$ cat src/rtl/cmfs_pkg.sv
// Package for the format-4 character map segment builder.
// Holds field widths, limits, the queue command type and the hint helper.
// No dependencies.
package cmfs_pkg;

  localparam int CodeW  = 21;
  localparam int GlyphW = 16;
  localparam int SegW   = 16;
  localparam int SelW   = 4;
  localparam int CountW = 17;

  localparam int QDepth = 4;

  localparam logic [SegW-1:0]   TermCode  = 16'hFFFF;
  localparam logic [SegW-1:0]   TermDelta = 16'd1;
  localparam logic [CountW-1:0] SegLimit  = 17'd65535;

  localparam logic KindPair   = 1'b0;
  localparam logic KindFinish = 1'b1;

  typedef struct packed {
    logic            has_seg;
    logic [SegW-1:0] seg_start;
    logic [SegW-1:0] seg_end;
    logic [SegW-1:0] seg_delta;
    logic            is_fin;
    logic            err;
    logic [SegW-1:0] total;
  } cmd_t;

  typedef struct packed {
    logic empty;
    logic full;
  } fifo_stat_t;

  function automatic logic [SelW-1:0] floor_log2(input logic [SegW-1:0] v);
    logic [SelW-1:0] r;
    r = '0;
    for (int i = 1; i < SegW; i++) begin
      if (v[i]) begin
        r = SelW'(i);
      end
    end
    return r;
  endfunction

endpackage

$ cat src/rtl/cmfs_if.sv
// Channel interfaces for pair input and segment output.
// Depends on cmfs_pkg for field widths.
interface cmfs_pair_if;
  logic                       valid;
  logic                       ready;
  logic                       kind;
  logic [cmfs_pkg::CodeW-1:0] code;
  logic [cmfs_pkg::GlyphW-1:0] glyph;

  modport source (output valid, kind, code, glyph, input ready);
  modport sink (input valid, kind, code, glyph, output ready);
endinterface

interface cmfs_seg_if;
  logic                       valid;
  logic                       ready;
  logic [cmfs_pkg::SegW-1:0]  seg_start;
  logic [cmfs_pkg::SegW-1:0]  seg_end;
  logic [cmfs_pkg::SegW-1:0]  seg_delta;
  logic [cmfs_pkg::SegW-1:0]  seg_total;
  logic [cmfs_pkg::SegW-1:0]  range_hint;
  logic [cmfs_pkg::SelW-1:0]  selector_hint;
  logic [cmfs_pkg::SegW-1:0]  shift_hint;
  logic                       error;
  logic                       last;

  modport source (output valid, seg_start, seg_end, seg_delta, seg_total, range_hint,
                  selector_hint, shift_hint, error, last, input ready);
  modport sink (input valid, seg_start, seg_end, seg_delta, seg_total, range_hint,
                selector_hint, shift_hint, error, last, output ready);
endinterface

$ cat src/rtl/cmfs_front.sv
// Front end: accepts pairs and finish items, tracks the open segment and
// pushes one command per item that causes output. Depends on cmfs_pkg.
module cmfs_front (
  input  logic                 clk,
  input  logic                 rst,
  cmfs_pair_if.sink            pairs,
  input  cmfs_pkg::fifo_stat_t q_stat,
  output logic                 q_push,
  output cmfs_pkg::cmd_t       q_cmd
);
  import cmfs_pkg::*;

  logic [SegW-1:0]   run_first;
  logic [SegW-1:0]   run_final;
  logic [SegW-1:0]   run_offset;
  logic              run_open;
  logic [CountW-1:0] segments_emitted;
  logic              error_seen;

  logic              take;
  logic              code_ok;
  logic [SegW-1:0]   code16;
  logic [SegW-1:0]   delta;
  logic              extend;
  logic [CountW-1:0] emitted_inc;
  logic [CountW-1:0] total;

  assign pairs.ready = !q_stat.full;
  assign take        = pairs.valid && pairs.ready;
  assign code_ok     = (pairs.code[CodeW-1:SegW] == '0);
  assign code16      = pairs.code[SegW-1:0];
  assign delta       = pairs.glyph - code16;
  assign extend      = run_open && ({1'b0, code16} == {1'b0, run_final} + 17'd1)
                       && (delta == run_offset);
  assign emitted_inc = segments_emitted + 17'd1;
  assign total       = segments_emitted + {16'd0, run_open} + 17'd1;

  always_comb begin
    q_push = 1'b0;
    q_cmd  = '0;
    if (take) begin
      if (pairs.kind == KindPair) begin
        if (!error_seen && code_ok && !extend && run_open) begin
          q_push          = 1'b1;
          q_cmd.has_seg   = 1'b1;
          q_cmd.seg_start = run_first;
          q_cmd.seg_end   = run_final;
          q_cmd.seg_delta = run_offset;
        end
      end else begin
        q_push       = 1'b1;
        q_cmd.is_fin = 1'b1;
        if (error_seen || total > SegLimit) begin
          q_cmd.err = 1'b1;
        end else begin
          q_cmd.has_seg   = run_open;
          q_cmd.seg_start = run_first;
          q_cmd.seg_end   = run_final;
          q_cmd.seg_delta = run_offset;
          q_cmd.total     = total[SegW-1:0];
        end
      end
    end
  end

  always_ff @(posedge clk) begin
    if (rst) begin
      run_first        <= '0;
      run_final        <= '0;
      run_offset       <= '0;
      run_open         <= 1'b0;
      segments_emitted <= '0;
      error_seen       <= 1'b0;
    end else if (take) begin
      if (pairs.kind == KindFinish) begin
        run_first        <= '0;
        run_final        <= '0;
        run_offset       <= '0;
        run_open         <= 1'b0;
        segments_emitted <= '0;
        error_seen       <= 1'b0;
      end else if (!error_seen) begin
        if (!code_ok) begin
          error_seen <= 1'b1;
        end else if (extend) begin
          run_final <= code16;
        end else begin
          if (run_open) begin
            segments_emitted <= emitted_inc;
            if (emitted_inc + 17'd2 > SegLimit) begin
              error_seen <= 1'b1;
            end
          end
          run_first  <= code16;
          run_final  <= code16;
          run_offset <= delta;
          run_open   <= 1'b1;
        end
      end
    end
  end

endmodule

$ cat src/rtl/cmfs_fifo.sv
// Short command queue between the front and back ends.
// Register-based, one write and one read per cycle. Depends on cmfs_pkg.
module cmfs_fifo #(
  parameter int DEPTH = cmfs_pkg::QDepth
) (
  input  logic                 clk,
  input  logic                 rst,
  input  logic                 push,
  input  cmfs_pkg::cmd_t       wdata,
  input  logic                 pop,
  output cmfs_pkg::cmd_t       head,
  output cmfs_pkg::fifo_stat_t stat
);
  import cmfs_pkg::*;

  localparam int PtrW = (DEPTH > 1) ? $clog2(DEPTH) : 1;
  localparam int CntW = $clog2(DEPTH + 1);
  localparam logic [PtrW-1:0] LastPtr = PtrW'(DEPTH - 1);
  localparam logic [CntW-1:0] FullCnt = CntW'(DEPTH);

  cmd_t            mem [DEPTH];
  logic [PtrW-1:0] wr_ptr;
  logic [PtrW-1:0] rd_ptr;
  logic [CntW-1:0] count;

  assign head       = mem[rd_ptr];
  assign stat.empty = (count == '0);
  assign stat.full  = (count == FullCnt);

  always_ff @(posedge clk) begin
    if (push) begin
      mem[wr_ptr] <= wdata;
    end
  end

  always_ff @(posedge clk) begin
    if (rst) begin
      wr_ptr <= '0;
      rd_ptr <= '0;
      count  <= '0;
    end else begin
      if (push) begin
        wr_ptr <= (wr_ptr == LastPtr) ? '0 : wr_ptr + PtrW'(1);
      end
      if (pop) begin
        rd_ptr <= (rd_ptr == LastPtr) ? '0 : rd_ptr + PtrW'(1);
      end
      if (push && !pop) begin
        count <= count + CntW'(1);
      end else if (pop && !push) begin
        count <= count - CntW'(1);
      end
    end
  end

endmodule

$ cat src/rtl/cmfs_back.sv
// Back end: turns queued commands into segment results, computes the
// search hints for the terminator and holds the output register. Depends on cmfs_pkg.
module cmfs_back (
  input  logic                 clk,
  input  logic                 rst,
  input  cmfs_pkg::cmd_t       head,
  input  cmfs_pkg::fifo_stat_t q_stat,
  output logic                 q_pop,
  cmfs_seg_if.source           segs
);
  import cmfs_pkg::*;

  logic              phase;
  logic              load;
  logic              produce;
  logic              send_seg;
  logic              entry_done;
  logic [SelW-1:0]   sel;
  logic [SegW:0]     range_wide;
  logic [SegW-1:0]   range_val;

  assign load       = !segs.valid || segs.ready;
  assign produce    = !q_stat.empty && load;
  assign send_seg   = head.has_seg && !phase;
  assign entry_done = !send_seg || !head.is_fin;
  assign q_pop      = produce && entry_done;

  assign sel        = floor_log2(head.total);
  assign range_wide = (SegW+1)'(2) << sel;
  assign range_val  = range_wide[SegW-1:0];

  always_ff @(posedge clk) begin
    if (rst) begin
      segs.valid <= 1'b0;
      phase      <= 1'b0;
    end else begin
      if (produce) begin
        segs.valid <= 1'b1;
        phase      <= !entry_done;
      end else if (segs.ready) begin
        segs.valid <= 1'b0;
      end
    end
  end

  always_ff @(posedge clk) begin
    if (produce) begin
      if (send_seg) begin
        segs.seg_start     <= head.seg_start;
        segs.seg_end       <= head.seg_end;
        segs.seg_delta     <= head.seg_delta;
        segs.seg_total     <= '0;
        segs.range_hint    <= '0;
        segs.selector_hint <= '0;
        segs.shift_hint    <= '0;
        segs.error         <= 1'b0;
        segs.last          <= 1'b0;
      end else if (head.err) begin
        segs.seg_start     <= '0;
        segs.seg_end       <= '0;
        segs.seg_delta     <= '0;
        segs.seg_total     <= '0;
        segs.range_hint    <= '0;
        segs.selector_hint <= '0;
        segs.shift_hint    <= '0;
        segs.error         <= 1'b1;
        segs.last          <= 1'b1;
      end else begin
        segs.seg_start     <= TermCode;
        segs.seg_end       <= TermCode;
        segs.seg_delta     <= TermDelta;
        segs.seg_total     <= head.total;
        segs.range_hint    <= range_val;
        segs.selector_hint <= sel;
        segs.shift_hint    <= {head.total[SegW-2:0], 1'b0} - range_val;
        segs.error         <= 1'b0;
        segs.last          <= 1'b1;
      end
    end
  end

endmodule

$ cat src/rtl/cmap_format4_segmenter.sv
// Format-4 character map segment builder, top level.
// Throughput: one item per cycle while the command queue is not full; a finish that closes an
// open segment produces two results in turn, the closed segment and then the terminator. A
// result passes through the command queue write and then the output register, and can wait
// in the queue while the output is stalled.
// Reset (synchronous, active high) clears the segment state, the queue and the output valid.
module cmap_format4_segmenter #(
  parameter int QDEPTH = cmfs_pkg::QDepth
) (
  input logic        clk,
  input logic        rst,
  cmfs_pair_if.sink  pairs,
  cmfs_seg_if.source segments
);
  import cmfs_pkg::*;

  cmd_t       q_cmd;
  cmd_t       q_head;
  fifo_stat_t q_stat;
  logic       q_push;
  logic       q_pop;

  cmfs_front u_front (
    .clk    (clk),
    .rst    (rst),
    .pairs  (pairs),
    .q_stat (q_stat),
    .q_push (q_push),
    .q_cmd  (q_cmd)
  );

  cmfs_fifo #(
    .DEPTH (QDEPTH)
  ) u_fifo (
    .clk   (clk),
    .rst   (rst),
    .push  (q_push),
    .wdata (q_cmd),
    .pop   (q_pop),
    .head  (q_head),
    .stat  (q_stat)
  );

  cmfs_back u_back (
    .clk    (clk),
    .rst    (rst),
    .head   (q_head),
    .q_stat (q_stat),
    .q_pop  (q_pop),
    .segs   (segments)
  );

`ifndef ASSERT_OFF
  a_no_push_full: assert property (@(posedge clk) disable iff (rst)
    q_push |-> !q_stat.full)
    else $error("command pushed into a full queue");

  a_no_pop_empty: assert property (@(posedge clk) disable iff (rst)
    q_pop |-> !q_stat.empty)
    else $error("command popped from an empty queue");

  a_error_is_last: assert property (@(posedge clk) disable iff (rst)
    (segments.valid && segments.error) |-> segments.last)
    else $error("error result not marked last");

  a_term_codes: assert property (@(posedge clk) disable iff (rst)
    (segments.valid && segments.last && !segments.error) |->
      (segments.seg_start == TermCode) && (segments.seg_end == TermCode))
    else $error("last result is not the terminator segment");
`endif

endmodule

$ cat src/flat_wrapper.sv
// flat-port wrapper written by rule: the top's interface ports become plain ports
module cmap_format4_segmenter_flat import cmfs_pkg::*;
#(
  parameter int QDEPTH = cmfs_pkg::QDepth
)
  (clk, rst, pairs_valid, pairs_kind, pairs_code, pairs_glyph, pairs_ready, segments_valid, segments_seg_start, segments_seg_end, segments_seg_delta, segments_seg_total, segments_range_hint, segments_selector_hint, segments_shift_hint, segments_error, segments_last, segments_ready);
  cmfs_pair_if pairs_i ();
  cmfs_seg_if segments_i ();
  input logic clk;
  input logic rst;
  input wire logic [$bits(pairs_i.valid)-1:0] pairs_valid;
  input wire logic [$bits(pairs_i.kind)-1:0] pairs_kind;
  input wire logic [$bits(pairs_i.code)-1:0] pairs_code;
  input wire logic [$bits(pairs_i.glyph)-1:0] pairs_glyph;
  output wire logic [$bits(pairs_i.ready)-1:0] pairs_ready;
  output wire logic [$bits(segments_i.valid)-1:0] segments_valid;
  output wire logic [$bits(segments_i.seg_start)-1:0] segments_seg_start;
  output wire logic [$bits(segments_i.seg_end)-1:0] segments_seg_end;
  output wire logic [$bits(segments_i.seg_delta)-1:0] segments_seg_delta;
  output wire logic [$bits(segments_i.seg_total)-1:0] segments_seg_total;
  output wire logic [$bits(segments_i.range_hint)-1:0] segments_range_hint;
  output wire logic [$bits(segments_i.selector_hint)-1:0] segments_selector_hint;
  output wire logic [$bits(segments_i.shift_hint)-1:0] segments_shift_hint;
  output wire logic [$bits(segments_i.error)-1:0] segments_error;
  output wire logic [$bits(segments_i.last)-1:0] segments_last;
  input wire logic [$bits(segments_i.ready)-1:0] segments_ready;
  assign pairs_i.valid = pairs_valid;
  assign pairs_i.kind = pairs_kind;
  assign pairs_i.code = pairs_code;
  assign pairs_i.glyph = pairs_glyph;
  assign pairs_ready = pairs_i.ready;
  assign segments_valid = segments_i.valid;
  assign segments_seg_start = segments_i.seg_start;
  assign segments_seg_end = segments_i.seg_end;
  assign segments_seg_delta = segments_i.seg_delta;
  assign segments_seg_total = segments_i.seg_total;
  assign segments_range_hint = segments_i.range_hint;
  assign segments_selector_hint = segments_i.selector_hint;
  assign segments_shift_hint = segments_i.shift_hint;
  assign segments_error = segments_i.error;
  assign segments_last = segments_i.last;
  assign segments_i.ready = segments_ready;
  cmap_format4_segmenter #(.QDEPTH(QDEPTH)) u_core (.clk(clk), .rst(rst), .pairs(pairs_i), .segments(segments_i));
endmodule
$ cat config.mk
export PLATFORM = sky130hd
export DESIGN_NAME = cmap_format4_segmenter_flat
export DESIGN_NICKNAME = d
export VERILOG_FILES = /design/src/rtl/cmfs_pkg.sv /design/src/rtl/cmfs_if.sv /design/src/rtl/cmfs_front.sv /design/src/rtl/cmfs_fifo.sv /design/src/rtl/cmfs_back.sv /design/src/rtl/cmap_format4_segmenter.sv /design/src/flat_wrapper.sv
export SDC_FILE = /design/constraint.sdc
export NUM_CORES = 1
export LEC_CHECK = 0
export BUFFER_PORTS_ARGS = -buffer_cell sky130_fd_sc_hd__buf_2
export CORE_UTILIZATION = 40
export CTS_CLUSTER_SIZE = 20
export DETAILED_ROUTE_END_ITERATION = 8
export SYNTH_ARGS = -nofsm -noshare
export SYNTH_HDL_FRONTEND = slang
export SYNTH_SLANG_ARGS = --single-unit
$ cat constraint.sdc
create_clock -name clk -period 17 [get_ports clk]
set_clock_uncertainty 0.15 [all_clocks]
set_input_delay 3.4 -clock clk [delete_from_list [all_inputs] [get_ports clk]]
set_output_delay 3.4 -clock clk [all_outputs]
set_load 0.01 [all_outputs]
* Word-level counts from Yosys, hierarchy flattened
Memory sizes are Yosys's and may differ from the RTL's. A register that Yosys moved wholly into a read port is not among the register bits. Cells that the tools add are included.
Word-level totals: output and inout bits 104, bits in registers 178, logic and storage cells 145, memories 1, bits of input ports 42, bits in writable memories 268
Memory list:
- u_core.u_fifo.mem | depth 4, width 67, read ports 1, clocked after Yosys merged registers in 1, wr ports 1, line cmfs_fifo.sv:21 | cmd_t mem [DEPTH];
Operators by class: equality and inequality tests 7, reductions and logical operators 35, shifts and indexed selects 1, $add $sub $neg 11, magnitude comparators 2, mux-type cells 68
Operator list (count):
- 2-to-1 mux 16 bit | 16
- 2-to-1 mux 49 bit | 3
- 2-to-1 mux 17 bit | 5
- 2-to-1 mux 67 bit | 1
- 2-to-1 mux 4 bit | 14
- adder 17 x 1 -> 17 bit (second input constant) | 2
- > comparator 17 x 16 -> 1 bit (second input constant) | 2
- subtractor 16 bit | 2
- 2-to-1 mux 1 bit | 22
- 2-to-1 mux 18 bit | 1
- adder 16 x 1 -> 17 bit (second input constant) | 1
- adder 17 x 1 -> 17 bit | 1
- adder 17 x 2 -> 17 bit (second input constant) | 1
- equality test 16 x 17 -> 1 bit | 1
- equality test 16 bit | 1
- left shift 2 x 4 -> 16 bit (first input constant) | 1
- logical AND 1 bit | 11
- logical NOT 1 bit | 11
- 2-to-1 mux 2 bit | 4
- nonzero test 2 bit | 4
- 2-to-1 mux 3 bit | 2
- logical NOT 5 bit | 1
- AND reduction 5 bit | 1
- adder 2 x 1 -> 2 bit (second input constant) | 2
- 10 further kinds | 14

* Longest topological paths before layout
depth in word-level cells 17, gate-level depth with buffers 23, depth with buffers taken out 21

* By module
Synthesis repeated with hierarchy kept, for this count alone.
Second synthesis, totals: cell total of the unflattened synthesis 1545, area total of the unflattened synthesis 20497.2 µm²
Modules (own cells, without submodules):
- cmfs_fifo | cells each 394, seq. area each 8227.9 µm², area each 10142.2 µm², times used 1
- cmfs_front | cells each 748, seq. area each 1341.3 µm², area each 5661.7 µm², times used 1
- cmfs_back | cells each 403, seq. area each 3042.9 µm², area each 4693.3 µm², times used 1

* Worst setup path after synthesis
OpenSTA, ideal clock, no wires.
path type in2reg, start point in segments_ready, end point reg u_core.u_fifo.count[2], stages on the path 9, path buffers 0, path slack 5.808 ns, data arrival time 10.972 ns, setup time 0.070 ns, cells stage by stage inv_1 a21oi_1 o21ai_0 ha_1 inv_1 fa_1 xor2_1 or3_1 a21oi_1
Between the ends: longest elaborated chain between the ends 6
RTL lines:
- from (decl) | line flat_wrapper.sv:26 | input wire logic [$bits(segments_i.ready)-1:0] segments_ready;
- logical OR 1 bit (*) | line cmfs_back.sv:22 | assign load = !segs.valid || segs.ready;
- logical AND 1 bit (*) | line cmfs_back.sv:23 | assign produce = !q_stat.empty && load;
- named net u_core.u_back.produce | line cmfs_back.sv:15 | logic produce;
- logical AND 1 bit (*) | line cmfs_back.sv:26 | assign q_pop = produce && entry_done;
- logical NOT 1 bit | line cmfs_fifo.sv:48 | if (push && !pop) begin
- logical AND 1 bit | line cmfs_fifo.sv:48
- 2-to-1 mux 3 bit / nonzero test 2 bit (equally long branches)
- to (signal assigned) | line cmfs_fifo.sv:49 | count <= count + CntW'(1);
- to (signal assigned) | line cmfs_fifo.sv:51 | count <= count - CntW'(1);
- to (decl) | line cmfs_fifo.sv:24 | logic [CntW-1:0] count;
The timed path passes the listed nets; every way through them passes the cells marked *. A chain may end at the register's enable or synchronous reset.

* Worst setup path after layout
start point in pairs_code[0], end point reg u_core.u_fifo.count[2]
Between the ends: longest elaborated chain between the ends 12
RTL lines:
- from (decl) | line flat_wrapper.sv:13 | input wire logic [$bits(pairs_i.code)-1:0] pairs_code;
- subtractor 16 bit / equality test 16 x 17 -> 1 bit (equally long branches) | line cmfs_front.sv:32, cmfs_front.sv:33
- equality test 16 bit / logical AND 1 bit (equally long branches) | line cmfs_front.sv:34, cmfs_front.sv:33
- logical AND 1 bit (*) | line cmfs_front.sv:34 | && (delta == run_offset);
- logical NOT 1 bit (*) | line cmfs_front.sv:43 | if (!error_seen && code_ok && !extend && run_open) begin
- logical AND 1 bit (*) (2 in series) | line cmfs_front.sv:43
- 2-to-1 mux 1 bit (*) | line cmfs_front.sv:43
- 2-to-1 mux 1 bit (*) | line cmfs_front.sv:42 | if (pairs.kind == KindPair) begin
- 2-to-1 mux 1 bit (*) | line cmfs_front.sv:41 | if (take) begin
- named net u_core.q_push | line cmap_format4_segmenter.sv:20 | logic q_push;
- logical NOT 1 bit | line cmfs_fifo.sv:50 | end else if (pop && !push) begin
- logical AND 1 bit | line cmfs_fifo.sv:50
- nonzero test 2 bit (no line)
Marks and branches as above.

==> reports/qor.yml <==
min_path:
  worstHoldStart: "u_core.u_fifo.rd_ptr[1]"
  hold_class: "flop to flop"
  hold_depth: 2
global_routing:
  grt_antenna_before_repair: 5
  grt_max_degree: 79
  gr-total-overflow: 0
  track_usage_pct: 18.72
  grt_pass1_vias: 11830
  grt_first_pass_wirelength_um: 71300
setup_path:
  ff2ff_path_depth: 17
  crit_required_ns: 17.34
  end_kind: "flop"
  critPathArrivalTime_ns: 8.73
  crit_path_max_fanout: 8
  start_kind: "input port"
  rrSetupSlack_ns: 11.34
  reg2reg_to: "u_core.u_fifo.count[2]"
  critPathKind: "input port to flop"
  reg2reg_from: "u_core.u_front.run_final[0]"
finish:
  register_area_mm2: 0.01262
  final_util_pct: 46.44
  nNetsFinal: 1660
  drive_gt1_share_pct: 19.76
  final_area_mm2: 0.02273
  fill_cells: 4365
  multi_input_area_mm2: 0.006665
  area_growth_pct: 14.52
  fin_cells: 2273
  antenna_cells: 0
synth:
  yosys.area.top_type: "edfxtp_1"
  synth.avg_cell_area_um2: 13.78
  synth_edf_count: 368
  synth.area.top_cells: "edfxtp_1 56%, dfxtp_1 7.9%, mux4_2 7.6%, ha_1 2.7%, nor2_1 2.2%"
  ys_top_cells_by_count: "368 x edfxtp_1, 115 x nor2_1, 83 x inv_1, 78 x dfxtp_1"
  yosysMostFrequentCell: "edfxtp_1"
  ys_seq_area_share_pct: 63.54
  ys.flop_type: "edfxtp_1"
  async_reset_ff_share_pct: 0
  syn_area_mm2: 0.01985
  synth_top_area_share_pct: 55.67
  synth_cell_type_count: 69
  synth_seq_cells: 446
  syn_inst: 1440
  yosys_warnings: 0
drt:
  drt-total-wl_um: 47010
  wl_per_cell_um: 20.68
  drc: 0
  drt-initial-drc-count: 922
  viasPerCell: 5.324
  vias: 12100
  dr.pass1.iters: 5
  ant_nets: 0
placement:
  placed_cells: 2188
  dp_hpwl_um: 31480
  placed_cell_area_mm2: 0.02125
  gp_congestion: 0.8604
  port-buffer-count: 143
cts:
  post-cts-setup-buffers: 0
  cts.path.max_buffers: 3
  cts_tree: "built"
  clock_sinks: 446
  h-tree-depth: 2
  clk_latency_ns: 0.58
  cts_root_buffer: "clkbuf_16"
  cts_resized: 0
  cts_hold_buf: 0
  cts_buffers: 47
  path_clk_slew_ns: 0.06
timing:
  fmaxAchievable_mhz: 119.3
  rsz0062_at_grt: "false"
  tightest_slew_ns: 1.186
  slew_violations: 0
  hold_viol: 0
  fin_crit_sh_pct: 49.31
  setup_viol: 0
  tns_ns: 0
  relSlewSlack_pct: 20.46
  period_needed_ns: 8.383
power:
  power.density_mw_per_mm2: 150.4
  leakage_nw: 8.240
  ir_drop_v: 0.0001010
  power_w: 0.003419
die:
  rows: 81
  ios: 146
  die_w_um: 224.8
  die_area_mm2: 0.05052
  fp.dieH_um: 224.8
  core_area_mm2: 0.04895
  start_util_pct: 40.55
job:
  maxCapViolCount: 0
status:
  outcome: "complete, no violations"
==> layout make-up <==
class / count / area share, %
Sequential cell: 446 / 55.51
Multi-Input combinational cell: 837 / 29.32
Clock buffer: 62 / 5.554
Tap cell: 664 / 3.655
Timing Repair Buffer: 157 / 3.611
Inverter: 84 / 1.387
Clock inverter: 23 / 0.9633
==> worst max path at each step <==
stage | end | cells past startpoint | from
after floorplan | u_core.u_fifo.count[2] | 9 | segments_ready
after global placement | u_core.u_fifo.count[2] | 21 | pairs_glyph[0]
after detailed placement | u_core.u_fifo.count[2] | 21 | pairs_glyph[0]
after CTS | u_core.u_fifo.count[2] | 21 | pairs_glyph[0]
after global routing | u_core.u_fifo.count[2] | 20 | pairs_code[0]
final | u_core.u_fifo.count[2] | 20 | pairs_code[0]
==> per-stage QoR <==
stage | hold slack (ns) | worst slack [ns]
2_1_floorplan | 0.2882 | 5.808
3_3_place_gp | 0.3073 | 8.180
3_5_place_dp | 0.3290 | 8.060
4_1_cts | 0.3373 | 8.665
5_1_grt | 0.3656 | 8.390
6_report | 0.3378 | 8.617
==> power by group <==
| part | switching (W) | internal, W |
|---|---|---|
| logic | 0.000587 | 0.000371 |
| registers | 0.0000585 | 0.00142 |
| clock network | 0.000427 | 0.000560 |
| total | 0.00107 | 0.00235 |
==> per-layer routing <==
| layer | track usage [%] | share of wire, % |
|---|---|---|
| met4 | 5.508 | 2.6 |
| met1 | 27.73 | 48 |
| met3 | 3.227 | 5.0 |
| met5 | 0 | 0.049 |
| met2 | 28.11 | 45 |
==> sequential cells by signal (all words and copies together) (netlist names), 3 cells and up, named ones only <==
| name | cells |
|---|---|
| u_core.u_fifo.mem | 268 |
| u_core.u_front.segments_emitted | 17 |
| u_core.u_back.segs.seg_delta | 16 |
| u_core.u_back.segs.seg_end | 16 |
| u_core.u_back.segs.seg_start | 16 |
| u_core.u_back.segs.seg_total | 16 |
| u_core.u_front.run_final | 16 |
| u_core.u_front.run_first | 16 |
| u_core.u_front.run_offset | 16 |
| u_core.u_back.segs.range_hint | 15 |
| u_core.u_back.segs.shift_hint | 15 |
| u_core.u_back.segs.selector_hint | 4 |
| u_core.u_fifo.count | 3 |
==> critical path: stages <==
cell and delay, ns:
buf_2 0.13, ha_1 0.20, inv_1 0.08, fa_1 0.44, xor2_1 0.16, nor3_1 0.28, o2111ai_1 0.15, or4_1 0.49
nor4_1 0.33, nand4_1 0.17, a2111o_1 0.42, or4_1 0.64, a31oi_2 0.70, inv_1 0.11, ha_1 0.24, inv_1 0.08
fa_1 0.17, xor2_1 0.08, or3_1 0.30, a21oi_1 0.14
==> layout by cell type (no fill, tap or decap), types with 8 or more instances in the layout <==
master,count
o21ai_0,26
edfxtp_1,368
and4_1,10
a211oi_1,10
nand3_1,19
and2_1,59
nor3_1,27
o2bb2ai_1,9
nor2b_1,25
nor2_1,114
xor2_1,38
ha_1,43
nand4_1,11
dfxtp_1,76
a22oi_1,16
a21o_1,46
xnor2_1,43
a21oi_1,22
inv_1,83
clkbuf_1,12
clkbuf_16,47
nand2b_1,12
a31oi_1,11
or3_1,9
nand2_1,67
and3_1,21
o22ai_1,26
mux4_2,67
or2_2,8
buf_4,14
buf_2,143
==> cells by family after synthesis <==
family	Yosys count	share of synthesized area, %
buf+inv	158	3.158
mux	73	7.911
xor+xnor	83	3.801
flops	446	63.54
other cells	1	0.01889
fa+ha+maj	45	2.912
compound gates	230	8.264
simple gates	404	10.39
Note: power is estimated with default switching activity, not from simulation.
